--- config.mk ---
export PLATFORM = sky130hd
export DESIGN_NAME = pwt_rem
export DESIGN_NICKNAME = d
export VERILOG_FILES = /design/src/rtl/pwt_pkg.sv /design/src/rtl/pwt_rem.sv
export SDC_FILE = /design/constraint.sdc
export NUM_CORES = 1
export LEC_CHECK = 0
export ABC_AREA = 1
export BUFFER_PORTS_ARGS = -buffer_cell sky130_fd_sc_hd__buf_4
export CAP_MARGIN = 20
export CORE_ASPECT_RATIO = 0.75
export CORE_MARGIN = 2
export CORE_UTILIZATION = 35
export DETAILED_ROUTE_END_ITERATION = 16
export GPL_ROUTABILITY_DRIVEN = 0
export GPL_TIMING_DRIVEN = 1
export PLACE_DENSITY = 0.64
export SLEW_MARGIN = 20
export SYNTH_ARGS = -nofsm -noshare
export SYNTH_HDL_FRONTEND = slang
export SYNTH_SLANG_ARGS = --single-unit
export TNS_END_PERCENT = 20
--- constraint.sdc ---
create_clock -name clk -period 2.2 [get_ports clk]
set_input_delay 0.22 -clock clk [delete_from_list [all_inputs] [get_ports clk]]
set_output_delay 0.22 -clock clk [all_outputs]
set_load 0.02 [all_outputs]
--- src/rtl/pwt_pkg.sv ---
// Package for the pixelate-with-threshold block: widths, register indexes,
// reset values and shared types. No dependencies.
`default_nettype none

package pwt_pkg;

    localparam int POS_W      = 8;
    localparam int CH_W       = 8;
    localparam int SIZE_W     = 9;
    localparam int CFG_IDX_W  = 3;
    localparam int CFG_DATA_W = 9;
    localparam int PIX_W      = 4 * CH_W;
    localparam int CNT_W      = $clog2(POS_W + 1);

    localparam int DEF_MAX_WIDTH  = 256;
    localparam int DEF_MAX_HEIGHT = 256;

    localparam logic FUNC_WRITE = 1'b0;
    localparam logic FUNC_READ  = 1'b1;

    typedef enum logic [CFG_IDX_W-1:0] {
        REG_BLOCK_WIDTH  = 3'd0,
        REG_BLOCK_HEIGHT = 3'd1,
        REG_FRAME_WIDTH  = 3'd2,
        REG_FRAME_HEIGHT = 3'd3,
        REG_THR_ENABLE   = 3'd4,
        REG_THR_LEVEL    = 3'd5
    } reg_idx_t;

    localparam logic [SIZE_W-1:0] RST_BLOCK_WIDTH  = 9'd16;
    localparam logic [SIZE_W-1:0] RST_BLOCK_HEIGHT = 9'd16;
    localparam logic [SIZE_W-1:0] RST_FRAME_WIDTH  = 9'd256;
    localparam logic [SIZE_W-1:0] RST_FRAME_HEIGHT = 9'd256;
    localparam logic              RST_THR_ENABLE   = 1'b1;
    localparam logic [CH_W-1:0]   RST_THR_LEVEL    = 8'd128;

    typedef struct packed {
        logic              busy;
        logic [SIZE_W-1:0] rem;
    } rem_stat_t;

endpackage

`default_nettype wire

--- src/rtl/pwt_rem.sv ---
// Bit-serial restoring remainder unit: pos mod divisor, one bit per cycle.
// Depends on pwt_pkg.
`default_nettype none

module pwt_rem (
    input  wire logic                        clk,
    input  wire logic                        rst_n,
    input  wire logic                        start,
    input  wire logic [pwt_pkg::POS_W-1:0]   pos,
    input  wire logic [pwt_pkg::SIZE_W-1:0]  divisor,
    output pwt_pkg::rem_stat_t               stat
);

    logic [pwt_pkg::CNT_W-1:0]  cnt_reg, cnt_next;
    logic [pwt_pkg::POS_W-1:0]  pos_reg, pos_next;
    logic [pwt_pkg::SIZE_W-1:0] rem_reg, rem_next;
    logic [pwt_pkg::SIZE_W-1:0] div_reg, div_next;
    logic [pwt_pkg::SIZE_W:0]   trial;

    assign trial = {rem_reg, pos_reg[pwt_pkg::POS_W-1]};

    always_comb
    begin
        cnt_next = cnt_reg;
        pos_next = pos_reg;
        rem_next = rem_reg;
        div_next = div_reg;
        if (start)
        begin
            cnt_next = pwt_pkg::CNT_W'(pwt_pkg::POS_W);
            pos_next = pos;
            rem_next = '0;
            div_next = divisor;
        end
        else if (cnt_reg != '0)
        begin
            cnt_next = cnt_reg - 1'b1;
            pos_next = pos_reg << 1;
            if (trial >= {1'b0, div_reg})
                rem_next = pwt_pkg::SIZE_W'(trial - {1'b0, div_reg});
            else
                rem_next = pwt_pkg::SIZE_W'(trial);
        end
    end

    always_ff @(posedge clk or negedge rst_n)
    begin
        if (!rst_n)
            cnt_reg <= '0;
        else
            cnt_reg <= cnt_next;
    end

    always_ff @(posedge clk)
    begin
        pos_reg <= pos_next;
        rem_reg <= rem_next;
        div_reg <= div_next;
    end

    assign stat.busy = (cnt_reg != '0);
    assign stat.rem  = rem_reg;

endmodule

`default_nettype wire

# == Word level (Yosys, flattened, before mapping) ==
# Index checks and enable logic that the tools add are counted.
# classes
div_mod_pow,0
muxes,5
add_sub_neg,2
n_bitwise,0
n_lt_le_gt_ge,1
shifts,0
n_mul,0
n_eq_ne,0
n_reduce_logical,2
# op_table
cell,n
two-way mux 8 bit,2
greater-or-equal comparator 10 x 9 -> 1 bit,1
two-way mux 9 bit,1
subtractor 9 bit,1
two-way mux 4 bit,2
nonzero test 4 bit,1
"subtractor 4 x 1 -> 4 bit, second input constant",1
nonzero test 2 bit,1
# totals
latchBits,0
ff_bits,30
mem_bits_rw,0
output_inout_bits,10
mem_count,0
rom_bits,0
input_bits,20
elab_cells,14

# == Longest topological paths before layout ==
# Gate-level depths: netlist of the first run.
# logic_depth
word_depth,3
ltp_mapped,13
ltp_nobuf,13

# == Worst setup path before layout of the first run ==
# OpenSTA, ideal clock, no wires.
# synth_timing
path_kind,register -> register
startpoint,register pos_reg[7] (netlist bit)
endpoint,register rem_reg[7] (netlist bit)
t_arrival_ns,1.621
period_less_slack_ns,1.679
required_ns,2.142
setup_time_ns,0.058
path_buffers,0
path_slack_ns,0.521
path_stages_with_launch,12
path_cell_list,edfxtp_1 inv_1 ha_1 inv_1 fa_1 nand4_1 nand2_1 nand2_4 nand2_8 nand2_1 nand3_1 nand2_1
# synth_via
elab_chain_len,2
elab_cells_between_ends,3
cone_classes,1 x add/sub; 1 x order compare; 1 x mux
# synth_rtl
item,line,source
start: declaration,pwt_rem.sv:15,"logic [pwt_pkg::POS_W-1:0] pos_reg, pos_next;"
start signal: assignment,pwt_rem.sv:56,pos_reg <= pos_next;
subtractor 9 bit or greater-or-equal comparator 10 x 9 -> 1 bit (tied branches),"pwt_rem.sv:40, pwt_rem.sv:39",
two-way mux 9 bit (*),pwt_rem.sv:39,"if (trial >= {1'b0, div_reg})"
end signal: assignment,pwt_rem.sv:57,rem_reg <= rem_next;
end: declaration,pwt_rem.sv:16,"logic [pwt_pkg::SIZE_W-1:0] rem_reg, rem_next;"
# Mark *: on every way between the ends. The rest lies on a longest branch, timed or not.
# A chain may end at the register's enable or synchronous reset.

# == Worst setup path in the final report of the first run ==
# Same ends and word-level chain as after synthesis.

==> results of run 1 <==
## power by group through the flow
stage	clock [mW]	combinational, mW	sequential [mW]
final	0.566	1.14	0.834
after global routing	0.613	1.30	0.854
after CTS	0.584	1.14	0.835
after detailed placement	0	1.12	0.848
after global placement	0	1.11	0.842
after floorplan	0	0.785	0.887
## worst max-delay path by stage
stage / end / startpoint / slack (ns)
floorplan: rem_reg[7] / pos_reg[7] / 0.52
global placement: rem_reg[3] / pos_reg[7] / 0.41
detailed placement: rem_reg[7] / pos_reg[7] / 0.34
CTS: rem_reg[7] / pos_reg[7] / 0.30
global route: rem_reg[3] / pos_reg[7] / 0.18
finish: rem_reg[7] / pos_reg[7] / 0.29
## metal layers
metal	share of wire (%)	routed length (um)	up-vias
met5	0	0	-
li1	-	-	787
met4	1.3	47	0
met1	53	1960	683
met2	41	1540	35
met3	4.9	184	6
## synth_stat cells, drive strengths merged (2+ instances only)
| library cell | count |
|---|---|
| edfxtp | 17 |
| nor2 | 8 |
| inv | 44 |
| nand4 | 2 |
| dfxtp | 9 |
| nand2 | 86 |
| xnor2 | 3 |
| ha | 10 |
| dfrtp | 4 |
| buf | 3 |
| nand3 | 28 |
| nor3 | 2 |
| a21oi | 6 |
## layout by cell type (no fill, tap or decap)
cell type and count:
a21oi_1 6, and2_1 1, buf_4 31, bufinv_16 1, clkbuf_8 5, clkinvlp_4 2, dfrtp_1 4, dfxtp_1 9
dlygate4sd3_1 1, edfxtp_1 17, fa_1 1, ha_1 10, inv_1 44, nand2_1 81, nand2_2 3, nand2_4 1
nand2_8 1, nand3_1 28, nand4_1 2, nor2_1 6, nor2_2 2, nor3_1 2, o21ai_0 1, o22ai_1 1
o31ai_1 1, or2_0 1, xnor2_1 3
## layout make-up
class / count / share of cell area (%)
Clock inverter: 3 / 2.07
Timing Repair Buffer: 32 / 11.2
Sequential cell: 30 / 36.4
Multi-Input combinational cell: 151 / 36.1
Tap cell: 60 / 3.46
Inverter: 44 / 7.60
Clock buffer: 5 / 3.17
## what timing repair did
| action | in CTS | in global routing |
|---|---|---|
| endpoints found under the hold margin | 4 | 0 |
| endpoints found under the setup margin | 0 | 0 |
| hold buffers | 1 | 0 |
## worst reg2reg max path: stages, from the launching register on
cell and delay, ns:
edfxtp_1 0.37, inv_1 0.09, ha_1 0.16, inv_1 0.07
fa_1 0.42, nand4_1 0.14, nand2_1 0.11, nand2_4 0.17
nand2_8 0.10, nand2_1 0.09, nand3_1 0.06, nand2_1 0.07
## cells by family after synthesis
| logic type | count (synthesis) | share of synthesized area, % |
|---|---|---|
| flip-flops | 30 | 44.8 |
| XOR/XNOR | 3 | 1.49 |
| AND/OR/NAND/NOR | 128 | 32.0 |
| AO/OA/AOI/OAI | 9 | 2.76 |
| buffers and inverters | 48 | 10.8 |
| adder cells (fa/ha/maj) | 11 | 8.22 |
==> results.rst, run 1 <==
.. list-table::
   :header-rows: 1

   * - Metric
     - Value
   * - Port Buffers
     - 29
   * - Final Routed Wirelength
     - 3730 um
   * - Post-CTS Setup Bufs
     - 0
   * - Kind of path behind the tightest hold check
     - primary input to flop
   * - Worst slack at placement
     - 0.338 ns
   * - Run status
     - completed
   * - Critical path peak fanout
     - 10
   * - Number of antenna violations at the first check in global routing
     - 0
   * - Root buffer cell
     - clkbuf_8
   * - Number of cells on the worst hold path
     - 1
   * - Stages on worst setup path
     - 11
   * - Fraction of power consumed by the clock network
     - 22.3%
   * - Combinational cell fraction of total power
     - 44.9%
   * - Worst flop-to-flop path startpoint
     - pos_reg[7]
   * - Startpoint class of the critical path
     - flop
   * - Worst-margin pin slew
     - 0.448 ns
   * - Core region area
     - 4870 um2
   * - Boundary Pins
     - 30
   * - Total clock sinks
     - 30
   * - Met3 capacity usage during global routing
     - 3.89%
   * - DIE HEIGHT
     - 65.5 um
   * - RSZ-0062 raised after global routing
     - false
   * - Filler cell count in the final layout
     - 503
   * - Detail-routed net length per standard cell
     - 11.5 um
   * - Synthesized Nets
     - 260
   * - Sw Pwr
     - 1.01 mW
   * - Number of setup violations in the final report
     - 0
   * - Crit path max-delay cell type
     - fa_1
   * - Critical path start-end classification
     - flop to flop
   * - Endpoint arrival time on the critical path
     - 2.13 ns
   * - Min-Delay Startpoint
     - divisor[4]
   * - GR met2 Demand/Resource
     - 20.6%
   * - Final count of pins violating max slew
     - 0
   * - Cell breakdown of the critical path
     - inv_1 -> ha_1 -> inv_1 -> fa_1 -> nand4_1 -> nand2_1 -> nand2_4 -> nand2_8 -> nand2_1 -> nand3_1 -> nand2_1
   * - Area growth from synthesis to layout
     - 23.0%
   * - Die Wd
     - 86.0 um
   * - CTS-repair resized insts
     - 0
   * - Cell family contributing the most delay on the critical path
     - simple AND/OR/NAND/NOR gates
   * - Worst reg-to-reg setup slack
     - 0.29 ns
   * - Number of buffers created by CTS
     - 5
   * - GRT Max-Usage Layer
     - met1
   * - HPWL after DPL
     - 2730 um
   * - Reported leakage power
     - 1.16 nW
   * - Row count
     - 22
   * - Final setup slack of the worst path
     - 0.294 ns
   * - Iter 0 DRT Violations
     - 100
   * - Synthesized area
     - 1770 um2
   * - Synthesized netlist cell count
     - 229
   * - Largest net degree at the start of global routing
     - 23
   * - Met1 Track Usage GR
     - 21.5%
   * - Part of the total power dissipated in sequential elements
     - 32.8%
   * - Synth warnings
     - 0
   * - Post-synth top flop
     - edfxtp_1
   * - Net total in the final layout
     - 295
   * - First-pass GRT wire length
     - 6420 um
   * - Count of flip-flops with a built-in enable after synthesis
     - 17
   * - Hold Worst Slack
     - 0.109 ns
   * - Overall power consumption
     - 2.54 mW
   * - Setup tns final
     - 0 ns
   * - Register-to-Register Path Depth
     - 11
   * - R2r endpoint
     - rem_reg[7]
   * - Clk Latency, worst-skew pair
     - 0.29 ns
   * - TritonRoute pass-1 iters
     - 4
   * - Max cap viols
     - 0
   * - Post-layout utilization of the core
     - 44.6%
   * - Avg Synthesized Cell Area
     - 7.71 um2
   * - Flops & latches, synth
     - 30
   * - Leading area contributor after synthesis
     - edfxtp_1
   * - TritonCTS clock tree
     - built
   * - Share of the synthesized area in the top cell type
     - 28.9%
   * - Final Hold Viols
     - 0
   * - Final Cell Area
     - 2170 um2
   * - Via count
     - 1511
   * - Power density of the placed cells
     - 1170 nW/um2
   * - Global router's overall resource usage
     - 14.8%
   * - Switching part of the total
     - 39.9%
   * - Ant. Diodes
     - 0
   * - Remaining antenna violation count
     - 0
   * - Worst path buffer plus inverter count
     - 2
   * - CP dominant cell by count
     - nand2_1
   * - Highest attainable clock frequency
     - 525 MHz
   * - Worst slew margin relative to its limit
     - 70.1%
   * - Die Outline Area
     - 5630 um2
   * - Internal Dissipation
     - 1.53 mW
   * - Distinct cells, synth
     - 25
   * - Final clock period utilization by the worst path
     - 86.6%
   * - Sequential cell area in the final layout
     - 791 um2
   * - Area of the multi-input gates
     - 785 um2
   * - Clock tree buffer depth
     - 2
   * - Data required, critical path
     - 2.43 ns
   * - CTS clk-pin slew, worst paths
     - 0.07 ns
   * - Dpl cells
     - 316
   * - Layout cell share with drive strength beyond 1
     - 17.4%
   * - H-tree depth reported by CTS
     - 2
   * - Post-Route Skew
     - 0.00590 ns
   * - Seq/Total Area, Yosys
     - 44.8%
   * - Average vias per placed instance
     - 4.65
   * - Dominant cells by area after synthesis
     - edfxtp_1 (29%), nand2_1 (17%), dfxtp_1 (10%)
   * - Initial Util
     - 36.2%
   * - Placed Area
     - 2050 um2
   * - Fraction of registers with async set/reset
     - 13.3%
   * - Via count of the first global-routing pass
     - 1389
   * - Maximum cell stage delay along the critical path
     - 0.42 ns
   * - DR DRC count
     - 0
   * - Crit path capture type
     - flop
   * - Total global routing overflow
     - 0
   * - Final cell count without fillers
     - 325
   * - Peak supply drop
     - 0.409 mV
   * - Shortest period the worst path allows
     - 1.91 ns
   * - Worst min-delay path endpoint
     - div_reg[4]
Note: power is estimated with default switching activity, not from simulation.
==> run 2: changes to the inputs <==
- ABC_AREA: 1 -> 0
- PLACE_DENSITY: 0.64 -> 0.65
==> results.rst, run 2 <==
.. list-table::
   :header-rows: 1

   * - Metric
     - Value
   * - Run status
     - finished, violations left
   * - Failing checks
     - setup timing
   * - Count of flip-flops with a built-in enable after synthesis
     - 17 (unchanged)
   * - CTS clk-pin slew, worst paths
     - 0.06 ns (about the same)
   * - Total clock sinks
     - 30 (unchanged)
   * - Count leader, synth
     - edfxtp_1
   * - Synthesized Nets
     - 179 (-31%)
   * - Fraction of registers with async set/reset
     - 13.3% (unchanged)
   * - Seq/Total Area, Yosys
     - 49.4% (+4.6 points)
   * - Post-synth top flop
     - edfxtp_1
   * - Worst setup path startpoint
     - pos_reg[7]
   * - Final count of pins violating max slew
     - 0 (unchanged)
   * - Worst setup path endpoint
     - rem_reg[3]
   * - H-tree depth reported by CTS
     - 2 (unchanged)
   * - Combinational cell fraction of total power
     - 55.8% (+11 points)
   * - Area growth from synthesis to layout
     - 35.8%
   * - Synthesized area
     - 1600 um2 (-9.3%)
   * - TritonCTS clock tree
     - built
   * - Highest attainable clock frequency
     - 445 MHz (-15%)
   * - Met3 capacity usage during global routing
     - 4.05% (+0.15 points)
   * - Core region area
     - 4440 um2 (-8.9%)
   * - Most frequent cells in the layout
     - buf_4 (50), edfxtp_1 (17), inv_1 (13), nor2_1 (12), nand2_1 (12)
   * - Row count
     - 21 (-4.5%)
   * - Avg Synthesized Cell Area
     - 10.8 um2 (+40%)
   * - Number of buffers created by CTS
     - 5 (unchanged)
   * - Final setup slack of the worst path
     - -0.0478 ns (-0.342 ns)
   * - Final Routed Wirelength
     - 3180 um (-15%)
   * - Die Outline Area
     - 5140 um2 (-8.8%)
   * - TritonRoute pass-1 iters
     - 4 (unchanged)
   * - Largest net degree at the start of global routing
     - 32 (+39%)
   * - Sw Pwr
     - 1.10 mW (+8.3%)
   * - Power density of the placed cells
     - 1350 nW/um2 (+15%)
   * - Number of cells on the worst hold path
     - 1 (unchanged)
   * - Initial Util
     - 36.1% (-0.17 points)
   * - Leading area contributor after synthesis
     - edfxtp_1
   * - Fraction of power consumed by the clock network
     - 14.0% (-8.3 points)
   * - Clk Latency, worst-skew pair
     - 0.28 ns (about the same)
   * - Shortest period the worst path allows
     - 2.25 ns (+0.342 ns)
   * - Detail-routed net length per standard cell
     - 12.3 um (+6.9%)
   * - Average vias per placed instance
     - 4.77 (+2.6%)
   * - Root buffer cell
     - clkbuf_8
   * - Boundary Pins
     - 30 (unchanged)
   * - HPWL after DPL
     - 2280 um (-16%)
   * - Crit path capture type
     - flop
   * - DIE HEIGHT
     - 62.6 um (-4.5%)
   * - Final Cell Area
     - 2170 um2 (+0.12%)
   * - Via count
     - 1235 (-18%)
   * - Final clock period utilization by the worst path
     - 102% (+16 points)
   * - Net total in the final layout
     - 232 (-21%)
   * - First-pass GRT wire length
     - 5380 um (-16%)
   * - Remaining antenna violation count
     - 0 (unchanged)
   * - Data required, critical path
     - 2.39 ns (-0.04 ns)
   * - Filler cell count in the final layout
     - 395 (-21%)
   * - Endpoint arrival time on the critical path
     - 2.43 ns (+0.30 ns)
   * - Total global routing overflow
     - 0 (unchanged)
   * - Placed Area
     - 2000 um2 (-2.5%)
   * - Worst reg-to-reg setup slack
     - -0.05 ns (-0.34 ns)
   * - Flops & latches, synth
     - 30 (unchanged)
   * - Global router's overall resource usage
     - 13.7% (-1.2 points)
   * - Part of the total power dissipated in sequential elements
     - 30.2% (-2.6 points)
   * - Max cap viols
     - 0 (unchanged)
   * - Commonest non-fill, non-tap cell in the layout
     - buf_4
   * - GRT Max-Usage Layer
     - met1
   * - Die Wd
     - 82.1 um (-4.5%)
   * - Reported leakage power
     - 0.974 nW (-16%)
   * - Most numerous cell types in the synthesized netlist
     - edfxtp_1 (17), inv_1 (15), nand2_1 (13)
   * - Clock tree buffer depth
     - 2 (unchanged)
   * - Share of the synthesized area in the top cell type
     - 31.9% (+3.0 points)
   * - Synthesized netlist cell count
     - 148 (-35%)
   * - Ant. Diodes
     - 0 (unchanged)
   * - Kind of path behind the tightest hold check
     - primary input to flop
   * - Synth warnings
     - 0 (unchanged)
   * - Dominant cells by area after synthesis
     - edfxtp_1 (32%), dfxtp_1 (11%), ha_1 (7.8%)
   * - Worst slew margin relative to its limit
     - 59.3% (-11 points)
   * - GR met2 Demand/Resource
     - 18.5% (-2.1 points)
   * - Port Buffers
     - 29 (unchanged)
   * - Layout cell share with drive strength beyond 1
     - 39.6% (+22 points)
   * - Internal Dissipation
     - 1.83 mW (+20%)
   * - Peak supply drop
     - 0.667 mV (+63%)
   * - Worst flop-to-flop path startpoint
     - pos_reg[7]
   * - Switching part of the total
     - 37.4% (-2.5 points)
   * - Critical path start-end classification
     - flop to flop
   * - Met1 Track Usage GR
     - 20.7% (-0.78 points)
   * - Via count of the first global-routing pass
     - 1156 (-17%)
   * - DR DRC count
     - 0 (unchanged)
   * - Critical path peak fanout
     - 4 (-6)
   * - Number of antenna violations at the first check in global routing
     - 0 (unchanged)
   * - Number of setup violations in the final report
     - 5 (+5)
   * - Final Hold Viols
     - 0 (unchanged)
   * - RSZ-0062 raised after global routing
     - true
   * - R2r endpoint
     - rem_reg[3]
   * - Overall power consumption
     - 2.93 mW (+15%)
   * - Post-Route Skew
     - 0.00650 ns (+0.000595 ns)
   * - Startpoint class of the critical path
     - flop
   * - Register-to-Register Path Depth
     - 11 (unchanged)
   * - Distinct cells, synth
     - 37 (+48%)
   * - Worst-margin pin slew
     - 0.609 ns (+0.161 ns)
   * - Iter 0 DRT Violations
     - 57 (-43%)
   * - Worst slack at placement
     - -0.0837 ns (-0.422 ns)
run 2: kinds of logic (layout without fill, tap and decap cells):
kind of cell / Yosys count / count (layout) / synth area share (%)
AO/OA/AOI/OAI: 36 / 36 / 17.2
adder cells (fa/ha/maj): 11 / 11 / 9.06
flip-flops: 30 / 30 / 49.4
buffers and inverters: 21 / 75 / 5.39
XOR/XNOR: 5 / 5 / 2.73
multiplexers: 8 / 8 / 5.55
AND/OR/NAND/NOR: 37 / 37 / 10.7
run 2: through the flow:
stage               TNS (ns)  instances  util [%]  hold slack (ns)
finish               -0.0997        259      49.0            0.116
CTS                 -0.00778        256      47.5            0.106
global route           -1.18        259      49.0            0.105
global placement      -0.208        246      45.0           0.0194
detailed placement    -0.455        246      45.0           0.0181
floorplan                  0        148         -          -0.0756
run 2: layout make-up:
| cell class | instances | area [um2] | share of cell area, % |
|---|---|---|---|
| multi-input combinational | 97 | 777 | 35.7 |
| inverter | 15 | 56.3 | 2.59 |
| sequential | 30 | 792 | 36.4 |
| clock buffer | 6 | 72.6 | 3.34 |
| tap | 57 | 71.3 | 3.28 |
| timing repair buffer | 52 | 397 | 18.2 |
| clock inverter | 2 | 8.76 | 0.403 |
run 2: how the worst min path moves through the flow:
| stage | endpoint | startpoint | slack [ns] |
|---|---|---|---|
| floorplan | cnt_reg[0] | rst_n | -0.08 |
| global placement | cnt_reg[3] | rst_n | 0.02 |
| detailed placement | cnt_reg[0] | rst_n | 0.02 |
| CTS | div_reg[3] | divisor[3] | 0.11 |
| global route | div_reg[3] | divisor[3] | 0.10 |
| finish | div_reg[6] | divisor[6] | 0.12 |
run 2: power groups by stage:
stage                     logic [mW]  registers, mW  clock network (mW)
after CTS                       1.52          0.882               0.428
after floorplan                0.841          0.978                   0
after global placement          1.47          0.890                   0
after detailed placement        1.48          0.891                   0
final                           1.64          0.885               0.412
after global routing            1.80          0.908               0.456
run 2: worst max-delay path, stage by stage (launching register included):
cell      delay (ns)
edfxtp_1        0.34
inv_1           0.05
ha_2            0.18
inv_2           0.05
fa_2            0.19
a21o_1          0.18
a32o_2          0.16
nand3_2         0.11
and2_4          0.20
buf_6           0.12
or3_4           0.33
a311oi_2        0.26
run 2: layer usage:
layer / vias to the layer above / share of wire, % / wire length (um)
li1: 639 / - / -
met1: 572 / 53 / 1700
met2: 19 / 41 / 1320
met3: 5 / 3.9 / 125
met4: 0 / 1.2 / 38
met5: - / 0 / 0
run 2: what timing repair did:
item | CTS | global route
endpoints found under the setup margin | 9 | 10
hold buffers | 1 | 0
pin swaps | 7 | 13
endpoints found under the hold margin | 4 | 0
setup buffers | 1 | 3
resized for setup | 5 | 9
==> run 3: changes to the inputs <==
- CORE_ASPECT_RATIO: 0.75 -> 1.2
==> results.rst, run 3 (synthesis results as in run 2) <==
.. list-table::
   :header-rows: 1

   * - Metric
     - Value
   * - Number of antenna violations at the first check in global routing
     - 0 (unchanged)
   * - HPWL after DPL
     - 2470 um (+8.5%)
   * - Area growth from synthesis to layout
     - 34.7%
   * - Total clock sinks
     - 30 (unchanged)
   * - TritonCTS clock tree
     - built
   * - Core region area
     - 4330 um2 (-2.6%)
   * - Worst min-delay path endpoint
     - div_reg[3]
   * - Number of buffers created by CTS
     - 5 (unchanged)
   * - Highest attainable clock frequency
     - 448 MHz (+0.76%)
   * - Final clock period utilization by the worst path
     - 101% (-0.77 points)
   * - Via count of the first global-routing pass
     - 1397 (+21%)
   * - Failing checks
     - setup timing
   * - Endpoint arrival time on the critical path
     - 2.43 ns (about the same)
   * - Number of setup violations in the final report
     - 2 (-3)
   * - Most frequent cells in the layout
     - buf_4 (44), edfxtp_1 (17), inv_1 (13), nor2_1 (12), nand2_1 (12)
   * - Setup tns final
     - -0.0478 ns (+0.0519 ns)
   * - Critical path start-end classification
     - flop to flop
   * - Largest net degree at the start of global routing
     - 32 (unchanged)
   * - Layout cell share with drive strength beyond 1
     - 39.1% (-0.52 points)
   * - CTS clk-pin slew, worst paths
     - 0.07 ns (about the same)
   * - Average vias per placed instance
     - 5.15 (+7.9%)
   * - Startpoint class of the critical path
     - flop
   * - Root buffer cell
     - clkbuf_8
   * - Via count
     - 1302 (+5.4%)
   * - Clk Latency, worst-skew pair
     - 0.29 ns (about the same)
   * - Placed Area
     - 1940 um2 (-2.7%)
   * - Critical path peak fanout
     - 5 (+1)
   * - Commonest non-fill, non-tap cell in the layout
     - buf_4
   * - Worst flop-to-flop path startpoint
     - pos_reg[7]
   * - Global router's overall resource usage
     - 15.7% (+2.1 points)
   * - Remaining antenna violation count
     - 0 (unchanged)
   * - Peak supply drop
     - 0.600 mV (-10%)
   * - Clock tree buffer depth
     - 2 (unchanged)
   * - Port Buffers
     - 29 (unchanged)
   * - Post-Route Skew
     - 0.00229 ns (-0.00421 ns)
   * - Worst-margin pin slew
     - 0.634 ns (+0.0241 ns)
   * - Initial Util
     - 37.0% (+0.95 points)
   * - Worst path buffer plus inverter count
     - 2 (-1)
   * - Worst reg-to-reg setup slack
     - -0.03 ns (+0.02 ns)
   * - Final count of pins violating max slew
     - 0 (unchanged)
   * - Shortest period the worst path allows
     - 2.23 ns (-0.0169 ns)
   * - Die Outline Area
     - 5140 um2 (about the same)
   * - Number of cells on the worst hold path
     - 1 (unchanged)
   * - Final Hold Viols
     - 0 (unchanged)
   * - Cell breakdown of the critical path
     - inv_1 -> ha_2 -> inv_2 -> fa_2 -> a21o_1 -> a32o_2 -> nand3_4 -> and2_4 -> nand2_1 -> a311oi_2
   * - Cell family contributing the most delay on the critical path
     - compound AO/OA/AOI/OAI gates
   * - Total global routing overflow
     - 0 (unchanged)
   * - Worst slew margin relative to its limit
     - 57.7% (-1.6 points)
   * - Worst slack at placement
     - -0.194 ns (-0.110 ns)
   * - Power density of the placed cells
     - 1360 nW/um2 (+0.60%)
   * - Final setup slack of the worst path
     - -0.0310 ns (+0.0169 ns)
   * - Maximum cell stage delay along the critical path
     - 0.38 ns (+0.04 ns)
   * - Min-Delay Startpoint
     - divisor[3]
   * - Run status
     - finished, violations left
   * - Boundary Pins
     - 30 (unchanged)
   * - RSZ-0062 raised after global routing
     - true
   * - Final Cell Area
     - 2160 um2 (-0.81%)
   * - Ant. Diodes
     - 0 (unchanged)
   * - R2r endpoint
     - rem_reg[8]
   * - First-pass GRT wire length
     - 6200 um (+15%)
   * - DR DRC count
     - 0 (unchanged)
   * - Crit path max-delay cell type
     - edfxtp_1
   * - Final Routed Wirelength
     - 3570 um (+12%)
   * - Kind of path behind the tightest hold check
     - primary input to flop
   * - Crit path capture type
     - flop
   * - Net total in the final layout
     - 227 (-2.2%)
   * - Reported leakage power
     - 0.955 nW (-2.0%)
   * - H-tree depth reported by CTS
     - 2 (unchanged)
   * - Row count
     - 26 (+24%)
   * - TritonRoute pass-1 iters
     - 4 (unchanged)
   * - Data required, critical path
     - 2.40 ns (about the same)
   * - Iter 0 DRT Violations
     - 63 (+11%)
   * - Max cap viols
     - 0 (unchanged)
   * - Die Wd
     - 65.8 um (-20%)
   * - Register-to-Register Path Depth
     - 10 (-1)
   * - Detail-routed net length per standard cell
     - 14.1 um (+15%)
   * - DIE HEIGHT
     - 78.1 um (+25%)
## run 3: per-layer routing
metal	part of all wire (%)	GRT usage, %	wire length (um)	vias to the layer above
li1	-	-	-	633
met1	41	17.8	1480	622
met2	52	26.8	1850	35
met3	3.9	4.30	140	12
met4	2.7	7.92	98	0
met5	0	0	0	-
## run 3: cell type report
type | count | area (um2)
fillers | 374 | 2170
multi-input cells | 98 | 802
flip-flops and latches | 30 | 792
repair buffers | 46 | 352
well taps | 56 | 70.1
clock buffers | 5 | 68.8
inverters | 15 | 56.3
clock inverters | 3 | 16.3
## run 3: worst max path at each step
stage | from | endpoint | slack (ns) | cells after the start
floorplan | pos_reg[7] | rem_reg[8] | 0.03 | 10
global placement | pos_reg[7] | rem_reg[5] | -0.13 | 10
detailed placement | pos_reg[7] | rem_reg[8] | -0.19 | 10
CTS | pos_reg[7] | rem_reg[8] | -0.008 | 10
global route | pos_reg[7] | rem_reg[8] | -0.13 | 10
finish | pos_reg[7] | rem_reg[8] | -0.03 | 10
## run 3: stage by stage
step	hold WS (ns)	instances	utilization, %	total power [mW]
floorplan	-0.0756	148	-	1.82
global route	0.0980	253	49.9	3.14
finish	0.107	253	49.9	2.93
CTS	0.103	249	48.4	2.86
global placement	0.0143	238	44.9	2.22
detailed placement	0.0171	238	44.9	2.28
## run 3: what timing repair did
| item | 4_1_cts | 5_1_grt |
|---|---|---|
| hold endpoints to repair | 4 | 0 |
| pin swaps | 6 | 8 |
| endpoints found under the setup margin | 9 | 10 |
| hold buffers | 1 | 0 |
| buffers inserted | 1 | 4 |
| gates resized for setup | 13 | 8 |
| cloned | 1 | 0 |
## run 3: report_power, final
group / switching, mW / total (mW) / leakage [nW] / internal (mW)
combinational: 0.822 / 1.60 / 0.616 / 0.777
sequential: 0.120 / 0.894 / 0.297 / 0.774
clock: 0.217 / 0.433 / 0.0416 / 0.216
